==> src/rtl/core/ogd_pkg.sv <==
// Shared types and constants for the page demuxer.
// Used by ogd_lace_ram, ogd_out_reg and ogg_page_demuxer.
package ogd_pkg;

  localparam int unsigned LaceDepth = 255;
  localparam int unsigned LaceAw    = 8;

  localparam logic [7:0]  ContFlag  = 8'h01;
  localparam logic [7:0]  SegFull   = 8'd255;
  localparam logic [4:0]  HdrLast   = 5'd26;
  localparam logic [4:0]  HdrFirst  = 5'd4;
  localparam logic [4:0]  HdrFlags  = 5'd5;
  localparam logic [4:0]  HdrGranLo = 5'd6;
  localparam logic [4:0]  HdrGranHi = 5'd13;
  localparam logic [4:0]  HdrSerLo  = 5'd14;
  localparam logic [4:0]  HdrSerHi  = 5'd17;
  localparam logic [23:0] CapPrefix = 24'h4F6767;  // "Ogg"
  localparam logic [7:0]  CapLast   = 8'h53;       // "S"

  // one lacing table entry: nonzero segment length and ends after it
  typedef struct packed {
    logic [8:0] ends;
    logic [7:0] len;
  } lace_entry_t;

  typedef struct packed {
    logic        data_valid;
    logic [7:0]  payload_byte;
    logic [7:0]  packet_ends;
    logic [63:0] granule;
    logic        granule_here;
    logic        dropped_partial;
    logic        truncated;
    logic        stream_done;
  } ogd_result_t;

  // clamp a table position to the last entry
  function automatic logic [LaceAw-1:0] lace_index(input logic [LaceAw:0] pos);
    logic [LaceAw:0] top;
    top = (LaceAw+1)'(LaceDepth - 1);
    lace_index = (pos > top) ? top[LaceAw-1:0] : pos[LaceAw-1:0];
  endfunction

endpackage

==> src/rtl/core/ogd_lace_ram.sv <==
// Lacing table memory: one write port, one registered read port.
// Depends on ogd_pkg.
module ogd_lace_ram (
  input  logic                       clk,
  input  logic                       we,
  input  logic [ogd_pkg::LaceAw-1:0] waddr,
  input  ogd_pkg::lace_entry_t       wdata,
  input  logic [ogd_pkg::LaceAw-1:0] raddr,
  output ogd_pkg::lace_entry_t       rdata
);

  ogd_pkg::lace_entry_t mem [0:ogd_pkg::LaceDepth-1];

  always_ff @(posedge clk) begin
    if (we) begin
      mem[waddr] <= wdata;
    end
    rdata <= mem[raddr];
  end

endmodule

==> config.mk <==
export PLATFORM = sky130hd
export DESIGN_NAME = ogd_lace_ram
export DESIGN_NICKNAME = d
export VERILOG_FILES = /design/src/rtl/core/ogd_pkg.sv /design/src/rtl/core/ogd_lace_ram.sv
export SDC_FILE = /design/constraint.sdc
export NUM_CORES = 2
export LEC_CHECK = 0
export BUFFER_PORTS_ARGS = -buffer_cell sky130_fd_sc_hd__buf_4
export CAP_MARGIN = 0
export CORE_MARGIN = 3
export CORE_UTILIZATION = 57
export CTS_CLUSTER_SIZE = 28
export DETAILED_ROUTE_END_ITERATION = 16
export GPL_TIMING_DRIVEN = 1
export PLACE_DENSITY = 0.75
export SETUP_SLACK_MARGIN = 0.02
export SYNTH_ARGS = -nofsm -noshare
export SYNTH_HDL_FRONTEND = slang
export SYNTH_MEMORY_MAX_BITS = 65536
export SYNTH_SLANG_ARGS = --single-unit
==> constraint.sdc <==
create_clock -name clk -period 2.6 [get_ports clk]
set_clock_uncertainty 0.1 [all_clocks]
set_input_delay 0.26 -clock clk [delete_from_list [all_inputs] [get_ports clk]]
set_output_delay 0.26 -clock clk [all_outputs]
set_load 0.02 [all_outputs]
==> results.cfg <==
[status]
status = finished, violations left
violations = negative setup slack

[sta]
period_minus_slack_ns = 2.69
rsz0062_at_grt = true
drv_slew = 0
hold_viol = 0
worst_pin_slew_ns = 1.13
setup_viol = 5
relSlewSlack_pct = 24.2
fin_crit_sh_pct = 104
fin_ws_ns = -0.0912
max_freq_mhz = 372
tns_ns = -0.296

[routing]
first_pass_iters = 8
via_per_inst = 6.87
ant_nets = 0
wl_per_cell_um = 36.1
drc = 0
vias = 92900
wirelength_um = 489000
drtIter0Drc = 16000

[clock_tree]
htree_levels = 5
postCtsSetupBuffers = 0
numCtsBuffers = 420
cts_sinks = 4352
clk_pin_slew_ns = 0.07
cts-root-buf = clkbuf_16
cts_buffer_depth = 4
insertion_delay_ns = 1.01
cts_tree = yes

[setup_path]
r2r-end = rdata[6]$_DFF_P_
cp.arrival_ns = 3.43
timing.rr.start = mem[60][6]$_DFFE_PP_
crit_chain = mux4_2 > mux4_2 > nand2_4 > o31ai_4 > a2111oi_4 > nor3_1 > buf_4 > a41o_1
cp_max_fo = 1
ff2ff_setup_slack_ns = -0.09
slowest_delay_ns = 0.51
cp-start-kind = flop
crit_path_end_kind = flop
cp_common_cell = mux4_2
critPathSlowestCell = mux4_2
r2r_cells = 8
critPathRequiredTime_ns = 3.34
worstSetupPathType = reg2reg

[die]
boundaryPins = 52
die_width_um = 550
initial_core_util_pct = 57.4
die_h_um = 550
core_area_mm2 = 0.294
rows = 199
dieArea_mm2 = 0.303

[yosys]
synth_top_family_by_area = multiplexers
synth_cells = 8051
synth_compound_area_share_pct = 4.00
synth_common_cells = 4335 x edfxtp_1, 761 x mux4_2, 747 x mux2i_1
synth-simple-area-share_pct = 1.78
synth_seq_cells = 4352
synth-async-reset-ratio_pct = 0
synthMuxAreaShare_pct = 14.9
yosys.area_share.xor_xnor_pct = 0
yosys_warnings = 0
synth_area_per_cell_um2 = 21.0
synthTopCellsByArea = edfxtp_1 77%, mux4_2 10%, mux2i_1 4.4%, o221ai_1 1.5%, nor2_1 0.73%
ys.flop_type = edfxtp_1
synthAdderAreaFrac_pct = 0
netlist_area_mm2 = 0.169
synth_edf_count = 4335
syn_nets = 8086
synth_top_area_share_pct = 77.1
ys_types = 71
synth.yosys.seq_area_share_pct = 77.3
synth_top_area_cell = edfxtp_1
synth.most_common_cell = edfxtp_1

[finish]
multi_input_area_mm2 = 0.0362
seqCellArea_mm2 = 0.131
instances_no_fill = 13500
final_area_mm2 = 0.198
area_delta_synth_final_pct = 17.4
fillers = 17600
drive_gt1_share_pct = 30.6
fin_nets = 9267

[power_and_ir_drop]
pwr-share-clk_pct = 40.7
p_int_mw = 114
ir_drop_mv = 0.646
seqPwrFrac_pct = 52.9
power_switching_share_pct = 22.3
combinationalPowerShare_pct = 6.4
p_per_area_mw_per_mm2 = 739
p_leak_nw = 64.9
switchingPower_mw = 32.6

[placed_design]
port-buffer-count = 51
dp.cells = 12700
gp_congestion = 0.931
dp_hpwl_um = 301000
place_area_mm2 = 0.184

[grt]
grt_max_degree = 112
grt_pass1_vias = 92600
grt_overflow = 0
antenna_found_initial = 35
grt_pass1_wl_um = 689000
track_usage_pct = 32.2

[min_path]
worst_hold_path.endpoint = mem[252][8]$_DFFE_PP_
hold_path_class = in2reg
min_from = waddr[7]
hold_depth = 4

[flow_run]
maxCapViolCount = 0
timing repair:
| action | in CTS | in global routing |
|---|---|---|
| hold buffers | 30 | 0 |
| endpoints found under the hold margin | 2380 | 0 |
| endpoints found under the setup margin | 14 | 14 |
| resized for setup | 95 | 37 |
| pin swaps | 18 | 12 |
metrics by stage:
stage          hold slack (ns)  setup WS, ns  util [%]  total power, mW
2_1_floorplan            0.259        0.0312         -             82.9
3_3_place_gp             0.614         -1.48      62.4             87.6
3_5_place_dp             0.620         -1.38      62.4             87.8
4_1_cts                0.00638        -0.105      67.3              146
5_1_grt                 0.0499        -0.131      67.3              150
6_report                0.0592       -0.0912      67.3              146
power groups by stage:
| stage | logic, mW | registers (mW) | clock network [mW] |
|---|---|---|---|
| floorplan | 4.02 | 78.9 | 0 |
| global placement | 8.65 | 78.9 | 0 |
| detailed placement | 8.84 | 79.0 | 0 |
| CTS | 9.08 | 77.5 | 59.9 |
| global route | 9.57 | 77.4 | 62.6 |
| finish | 9.35 | 77.5 | 59.7 |
per-layer routing:
| layer | GRT usage [%] | up-vias | wire (um) |
|---|---|---|---|
| met1 | 43.0 | 47700 | 164000 |
| li1 | - | 36300 | - |
| met5 | 0 | - | 39 |
| met3 | 8.58 | 1403 | 67200 |
| met2 | 48.9 | 7515 | 226000 |
| met4 | 17.4 | 6 | 31400 |
area by class of cell:
type,count,area share [%]
sequential,4352,65.9
multi-input combinational,3190,18.3
timing repair buffer,1262,6.57
clock buffer,515,5.53
tap,3919,2.47
clock inverter,263,1.26
antenna,17,0.0215
inverter,6,0.0202
sequential cells by signal (all words and copies together) (netlist names):
register,cells
mem,4335
rdata,17
placed cells by master, fill, tap and decap left out, types with 39 or more instances in the layout:
| cell | Yosys | layout |
|---|---|---|
| clkbuf_1 | 206 | 88 |
| nand2_1 | 146 | 138 |
| nand3_1 | 49 | 39 |
| a21oi_1 | 191 | 180 |
| buf_12 | 7 | 265 |
| clkinv_1 | 1 | 94 |
| edfxtp_1 | 4335 | 4335 |
| nor3_1 | 76 | 69 |
| nor2_1 | 328 | 120 |
| o22ai_1 | 169 | 167 |
| nor2_2 | 0 | 206 |
| buf_4 | 39 | 943 |
| o21ai_0 | 85 | 77 |
| mux4_2 | 761 | 766 |
| clkinv_2 | 0 | 90 |
| mux2i_1 | 747 | 743 |
| o221ai_1 | 290 | 288 |
| clkbuf_16 | 0 | 421 |
worst max-delay path by stage:
stage / from / slack [ns] / endpoint / depth (start not counted)
3_3_place_gp: raddr[0] / -1.48 / rdata[4]$_DFF_P_ / 13
5_1_grt: mem[155][11]$_DFFE_PP_ / -0.13 / rdata[11]$_DFF_P_ / 8
4_1_cts: mem[31][0]$_DFFE_PP_ / -0.11 / rdata[0]$_DFF_P_ / 8
2_1_floorplan: waddr[3] / 0.03 / mem[235][0]$_DFFE_PP_ / 6
3_5_place_dp: raddr[0] / -1.38 / rdata[4]$_DFF_P_ / 13
6_report: mem[60][6]$_DFFE_PP_ / -0.09 / rdata[6]$_DFF_P_ / 8
critical path: cells and delay by family (launching register included):
family | cells | cell delay, ns
buffers and inverters | 1 | 0.19
AND/OR/NAND/NOR | 2 | 0.20
flip-flops | 1 | 0.41
multiplexers | 2 | 1.00
AO/OA/AOI/OAI | 3 | 0.65
kinds of logic (layout without fill, tap and decap cells):
family	after synthesis	after routing
simple gates	693	693
other cells	0	17
mux	1547	1547
compound gates	950	950
buf+inv	509	2046
flops	4352	4352
Power figures use the tool's default switching activity.
