<file path="src/rtl/core/ogd_pkg.sv">
// Shared types and constants for the page demuxer.
// Used by ogd_lace_ram, ogd_out_reg and ogg_page_demuxer.
package ogd_pkg;

  localparam int unsigned LaceDepth = 255;
  localparam int unsigned LaceAw    = 8;

  localparam logic [7:0]  ContFlag  = 8'h01;
  localparam logic [7:0]  SegFull   = 8'd255;
  localparam logic [4:0]  HdrLast   = 5'd26;
  localparam logic [4:0]  HdrFirst  = 5'd4;
  localparam logic [4:0]  HdrFlags  = 5'd5;
  localparam logic [4:0]  HdrGranLo = 5'd6;
  localparam logic [4:0]  HdrGranHi = 5'd13;
  localparam logic [4:0]  HdrSerLo  = 5'd14;
  localparam logic [4:0]  HdrSerHi  = 5'd17;
  localparam logic [23:0] CapPrefix = 24'h4F6767;  // "Ogg"
  localparam logic [7:0]  CapLast   = 8'h53;       // "S"

  // one lacing table entry: nonzero segment length and ends after it
  typedef struct packed {
    logic [8:0] ends;
    logic [7:0] len;
  } lace_entry_t;

  typedef struct packed {
    logic        data_valid;
    logic [7:0]  payload_byte;
    logic [7:0]  packet_ends;
    logic [63:0] granule;
    logic        granule_here;
    logic        dropped_partial;
    logic        truncated;
    logic        stream_done;
  } ogd_result_t;

  // clamp a table position to the last entry
  function automatic logic [LaceAw-1:0] lace_index(input logic [LaceAw:0] pos);
    logic [LaceAw:0] top;
    top = (LaceAw+1)'(LaceDepth - 1);
    lace_index = (pos > top) ? top[LaceAw-1:0] : pos[LaceAw-1:0];
  endfunction

endpackage

</file>
<file path="src/rtl/core/ogd_out_reg.sv">
// Two-entry result buffer between the parser and the output channel.
// Depends on ogd_pkg.
module ogd_out_reg (
  input  logic                 clk,
  input  logic                 rst,
  input  logic                 load,
  input  ogd_pkg::ogd_result_t din,
  output logic                 room,
  output logic                 out_valid,
  input  logic                 out_ready,
  output ogd_pkg::ogd_result_t dout
);

  ogd_pkg::ogd_result_t skid;
  logic                 skid_valid;
  logic                 drain;

  // room is registered: a stalled output register still takes one more result
  assign room  = !skid_valid;
  assign drain = !out_valid || out_ready;

  always_ff @(posedge clk) begin
    if (rst) begin
      out_valid  <= 1'b0;
      skid_valid <= 1'b0;
    end else if (drain) begin
      out_valid  <= skid_valid || load;
      skid_valid <= 1'b0;
    end else if (load) begin
      skid_valid <= 1'b1;
    end
    if (drain) begin
      if (skid_valid) dout <= skid;
      else if (load) dout <= din;
    end else if (load) begin
      skid <= din;
    end
  end

endmodule

</file>
<file path="config.mk">
export PLATFORM = sky130hd
export DESIGN_NAME = ogd_out_reg
export DESIGN_NICKNAME = d
export VERILOG_FILES = /design/src/rtl/core/ogd_pkg.sv /design/src/rtl/core/ogd_out_reg.sv
export SDC_FILE = /design/constraint.sdc
export NUM_CORES = 1
export LEC_CHECK = 0
export CAP_MARGIN = 20
export CORE_MARGIN = 5
export CORE_UTILIZATION = 53
export DETAILED_ROUTE_END_ITERATION = 6
export DONT_BUFFER_PORTS = 1
export PLACE_DENSITY = 0.73
export SETUP_SLACK_MARGIN = 0.02
export SYNTH_ARGS = -nofsm -noshare
export SYNTH_HDL_FRONTEND = slang
export SYNTH_SLANG_ARGS = --single-unit
</file>
<file path="constraint.sdc">
create_clock -name clk -period 10.1 [get_ports clk]
set_input_delay 0.505 -clock clk [delete_from_list [all_inputs] [get_ports clk]]
set_output_delay 0.505 -clock clk [all_outputs]
set_load 0.02 [all_outputs]
</file>
==> results.yml, run 1 <==
synth:
  synthTopCellsByArea: "edfxtp_1 (81%), mux2_2 (10%), mux2_4 (6.6%)"
  ys_warn_count: 0
  synthMuxAreaShare: 0.168
  synthTopCellsByCount: "edfxtp_1 (170), mux2_2 (57), mux2_4 (28)"
  netlist.area_leader.share: 0.807
  syn_inst: 275
  synth_top_family_by_area: "multiplexers"
  synth.distinct_cells: 12
  synthFlopType: "edfxtp_1"
  synth_seq_cells: 172
  syn_nets: 364
  yosysTopAreaCell: "edfxtp_1"
  ys_seq_area_frac: 0.813
  synth_area_per_cell_um2: 23.0
  synth-edff-count: 170
  synthSimpleGateAreaFrac: 0.00336
  synth_compound_area_frac: 0.00158
  synthAdderAreaFrac: 0
  synth-xor-area-share: 0
  yosysMostFrequentCell: "edfxtp_1"
  syn_area_mm2: 0.00633
  ys_async_sr_fraction: 0
clock_tree:
  cts_max_path_buffers: 2
  cts_sinks: 172
  cts_hold_buffers: 0
  clk_latency_ns: 0.41
  post-cts-setup-buffer-count: 0
  clock-root-buffer: "clkbuf_16"
  ctsResizeCount: 0
  cts_made_buffers: 17
  cts_tree: "done"
  cts.clk_slew.worst_paths_ns: 0.06
  cts_max_level: 4
global_route:
  groute.usage.overall: 0.151
  grt_pass1_wl_um: 16000
  antenna_found_initial: 0
  grt_pass1_vias: 2655
  grt_max_degree: 86
  grt.overflow.total: 0
run_status:
  status: "finished, final reports clean"
cells_and_area:
  area_growth_pct: 12.2
  drive_above_1_share: 0.395
  fill_cells: 830
  final-instance-count-excl-fill: 446
  n_antenna_cell: 0
  finish.net_count: 377
detailed_routing:
  routedWlPerCell_um: 23.4
  drc: 0
  wl_um: 10400
  ant_nets: 0
  drt-vias-per-instance: 5.53
  firstDrtPassIters: 4
  route.vias.total: 2466
  drtIter0Drc: 188
sta:
  worst_pin_slew_ns: 0.717
  fin_crit_sh: 0.221
  rsz0062_at_grt: "no"
  setup_slack_ns: 7.87
  relSlewSlack: 0.522
  min_period_ns: 2.23
  setup_tns_ns: 0
  timing.final.max_slew_violations: 0
  hold_viol: 0
  finalSetupViolCount: 0
  skew_ns: 0.00658
  max_clock_freq_mhz: 448
worst_setup_path:
  rrSetupSlack_ns: 7.87
  worstSetupEndpoint: "dout[6]"
  cpMaxStageDelayCell: "dfxtp_4"
  cp_top_family: "buffers and inverters"
  cp-startpoint: "skid_valid"
  worst-setup-path-type: "reg2reg"
  reg2reg_depth: 4
  cp_cell_sequence: "nor2_1 > a21oi_4 > buf_4 > buf_12"
  slowest_delay_ns: 0.74
  cp_num_buf_inv: 2
  cp-end-kind: "register"
  arrival_ns: 2.32
  r2r-end: "dout[6]"
  worst-path-stages: 4
  start_kind: "register"
  r2r-start: "skid_valid"
  crit_fanout: 48
  critPathRequiredTime_ns: 10.19
floorplanning:
  rows: 40
  die_y_um: 119
  initial_core_util: 0.533
  dieArea_mm2: 0.0142
  io_pins: 176
  core_area_mm2: 0.0119
  dieWidth_um: 119
place:
  io_buffers: 0
  gp_congestion: 0.733
  dp.cells: 415
  dp_hpwl_um: 6870
  dp_slack_ns: 7.69
power:
  power.density_mw_per_mm2: 220
  p_total_mw: 1.56
  ir_worst_vdd_mv: 0.116
  power.leakage_nw: 2.35
hold_path:
  hold_path_class: "in2reg"
job:
  maxCapViolations: 0
==> worst min-delay path by stage <==
stage / start / end / slack (ns) / cells after the start
3_5_place_dp: skid[48] / dout[48] / 0.53 / 1
4_1_cts: rst / skid_valid / 0.14 / 1
5_1_grt: rst / skid_valid / 0.13 / 1
2_1_floorplan: skid[0] / dout[0] / 0.52 / 1
6_report: rst / skid_valid / 0.16 / 1
3_3_place_gp: skid[1] / dout[1] / 0.53 / 1
==> cell families after synthesis <==
group / count (synthesis)
AOI/OAI and AO/OA: 2
buffers and inverters: 12
DFF: 172
muxes: 85
and+or+nand+nor: 4
==> placed cells by master, fill, tap and decap left out <==
master and instances:
a21oi_1 1, a21oi_4 1, and3_4 1, buf_12 1, buf_16 1, buf_4 2
bufinv_16 4, clkbuf_1 3, clkbuf_16 17, clkinv_1 1, clkinv_2 5, dfxtp_1 1
dfxtp_4 1, edfxtp_1 170, inv_1 2, mux2_2 57, mux2_4 28, nand2b_1 1
nor2_1 1, nor3_1 1
==> registers in the layout (all words and copies together) (netlist names) <==
register	count
skid	85
skid_valid	1
out_valid	1
dout	85
==> metal layers <==
metal	vias up	part of all wire	GRT usage
li1	1124	-	-
met1	1234	0.38	0.171
met2	100	0.52	0.248
met3	8	0.083	0.0774
met4	0	0.012	0.0543
met5	-	0	0
==> cell type report <==
| type | instances | area (um2) | area share |
|---|---|---|---|
| clock inverters | 10 | 149 | 0.0210 |
| clock buffers | 20 | 437 | 0.0615 |
| flip-flops and latches | 172 | 5150 | 0.725 |
| inverters | 2 | 7.51 | 0.00106 |
| multi-input cells | 91 | 1110 | 0.156 |
| repair buffers | 4 | 62.6 | 0.00881 |
| well taps | 147 | 184 | 0.0259 |
==> through the flow <==
step | util | area (um2) | hold WS [ns]
floorplan | - | 6330 | 0.523
global placement | 0.545 | 6460 | 0.527
detailed placement | 0.547 | 6490 | 0.533
CTS | 0.597 | 7080 | 0.136
global route | 0.598 | 7100 | 0.131
finish | 0.598 | 7100 | 0.156
==> report_power, final <==
part	switching, mW	internal (mW)
combinational	0.0218	0.0237
sequential	0.0430	0.826
clock	0.240	0.408
total	0.304	1.26
Power figures use the tool's default switching activity.
==> run 2, diff against run 1 <==
Clock period 10.1 ns to 2.1 ns, I/O delays scaled along.
==> run 2 against run 1 <==
Net effect: highest routed layer unchanged; combinational power grew to 8.5 times the previous value; clock power grew to 4.9 times the previous value; worst hold slack worse by 0.010 ns; sequential power grew to 4.8 times the previous value; clock skew is 0.0019 ns higher; via count is 16% higher; routed wire length is 7.2% higher; global-route usage is 1.3 points higher; maximum frequency is 36% higher; critical path depth is 2 lower; non-clock buffer count is 91 higher; utilization is 7.9 points higher.
==> results.yml, run 2 (same netlist as run 1, synthesis figures left out) <==
sta:
  max_clock_freq_mhz: 610
  worst_pin_slew_ns: 0.511
  fin_crit_sh: 0.781
  min_period_ns: 1.64
  timing.final.max_slew_violations: 0
  rsz0062_at_grt: "no"
  setup_tns_ns: 0
  relSlewSlack: 0.659
  finalSetupViolCount: 0
  hold_viol: 0
  skew_ns: 0.00847
worst_setup_path:
  arrival_ns: 1.75
  start_kind: "register"
  cp-end-kind: "register"
  crit_fanout: 32
  worst-setup-path-type: "reg2reg"
  reg2reg_depth: 2
  critPathRequiredTime_ns: 2.21
cells_and_area:
  n_antenna_cell: 0
  finalInstanceArea_mm2: 0.00804
  layout_commonest_cell: "edfxtp_1"
  fill_cells: 743
  most-common-layout-cells: "edfxtp_1 (170), dlygate4sd3_1 (89), mux2_2 (57)"
  area_growth_pct: 27.0
  drive_above_1_share: 0.311
  largest_registers: "dout x85, skid x85"
  finish.net_count: 468
global_route:
  groute.usage.overall: 0.165
  grtUsageMet3: 0.0679
  grt.overflow.total: 0
  antenna_found_initial: 0
  grt-busiest-layer: "met2"
  grt_pass1_vias: 3060
  grt_use_met2: 0.270
  grt_max_degree: 86
  grt_util_met1: 0.190
  grt_pass1_wl_um: 17400
power:
  power.internal_mw: 6.17
  seqPwrFrac: 0.538
  p_switching_mw: 1.59
  pwr-share-comb: 0.050
  power.density_mw_per_mm2: 965
  switching_share: 0.205
  ir_worst_vdd_mv: 0.654
  power.leakage_nw: 2.73
  clkPwrFrac: 0.412
clock_tree:
  cts.clk_slew.worst_paths_ns: 0.06
  cts_max_path_buffers: 2
  cts_sinks: 172
  cts_hold_buffers: 89
  cts_tree: "done"
  clock-root-buffer: "clkbuf_16"
  cts_max_level: 4
  cts_made_buffers: 17
  post-cts-setup-buffer-count: 0
  clk_latency_ns: 0.42
  ctsResizeCount: 0
floorplanning:
  initial_core_util: 0.533
  dieArea_mm2: 0.0142
  dieWidth_um: 119
  rows: 40
  io_pins: 176
  core_area_mm2: 0.0119
  die_y_um: 119
run_status:
  status: "finished, final reports clean"
hold_path:
  hold_path_class: "in2reg"
  whs_path_depth: 1
detailed_routing:
  route.vias.total: 2856
  drc: 0
  wl_um: 11200
  drtIter0Drc: 174
  ant_nets: 0
  drt-vias-per-instance: 5.30
  routedWlPerCell_um: 20.8
  firstDrtPassIters: 4
place:
  io_buffers: 0
  placed_area_mm2: 0.00654
  dp_hpwl_um: 6840
  gp_congestion: 0.727
job:
  maxCapViolations: 0
## run 2: changes by cell type in the layout (fill, tap and decap cells not counted), sizes merged
cell	before	now
buf	4	6
clkbuf	20	18
clkinv	6	7
clkinvlp	0	3
dlygate4sd3	0	89
## run 2: final cells by class
class / count / area, um2 / area share
Tap cell: 147 / 184 / 0.0229
Clock buffer: 18 / 429 / 0.0534
Sequential cell: 172 / 5150 / 0.641
Inverter: 2 / 7.51 / 0.000934
Multi-Input combinational cell: 91 / 1120 / 0.139
Clock inverter: 14 / 176 / 0.0220
Timing Repair Buffer: 95 / 973 / 0.121
## run 2: stage by stage
stage          power [mW]   util  std cells  setup slack [ns]  hold slack [ns]
5_1_grt              8.03  0.678        539             0.389            0.135
3_3_place_gp         4.47  0.551        418             0.487            0.176
4_1_cts              7.80  0.678        539             0.462            0.138
2_1_floorplan        4.41      -        275            -0.445            0.174
3_5_place_dp         4.48  0.551        418             0.465            0.180
6_report             7.75  0.678        539             0.460            0.145
## run 2: power by group through the flow
stage	clock (mW)	sequential, mW	combinational, mW
2_1_floorplan	0	4.22	0.185
3_3_place_gp	0	4.25	0.222
3_5_place_dp	0	4.25	0.231
4_1_cts	3.24	4.18	0.389
5_1_grt	3.43	4.18	0.419
6_report	3.19	4.17	0.386
## run 2: worst max-delay path, stage by stage (launching register included)
cell and delay [ns]:
dfxtp_1 0.54, and3_4 0.51, buf_12 0.26
## run 2: metal layers
metal  vias up  wire length (um)  share of wire
met5         -                 0              0
met4         0               254          0.023
met3        21               690          0.062
met2       103              5830           0.52
met1      1416              4420           0.39
li1       1316                 -              -
## run 2: path summary, 6_finish.rpt
| kind | from | slack (ns) | to |
|---|---|---|---|
| worst max register to register | out_valid | 0.46 | skid[21] |
| worst min register to register | skid[47] | 0.54 | dout[47] |
| worst min-delay path | load | 0.15 | skid[77] |
| worst max-delay path | out_valid | 0.46 | skid[21] |
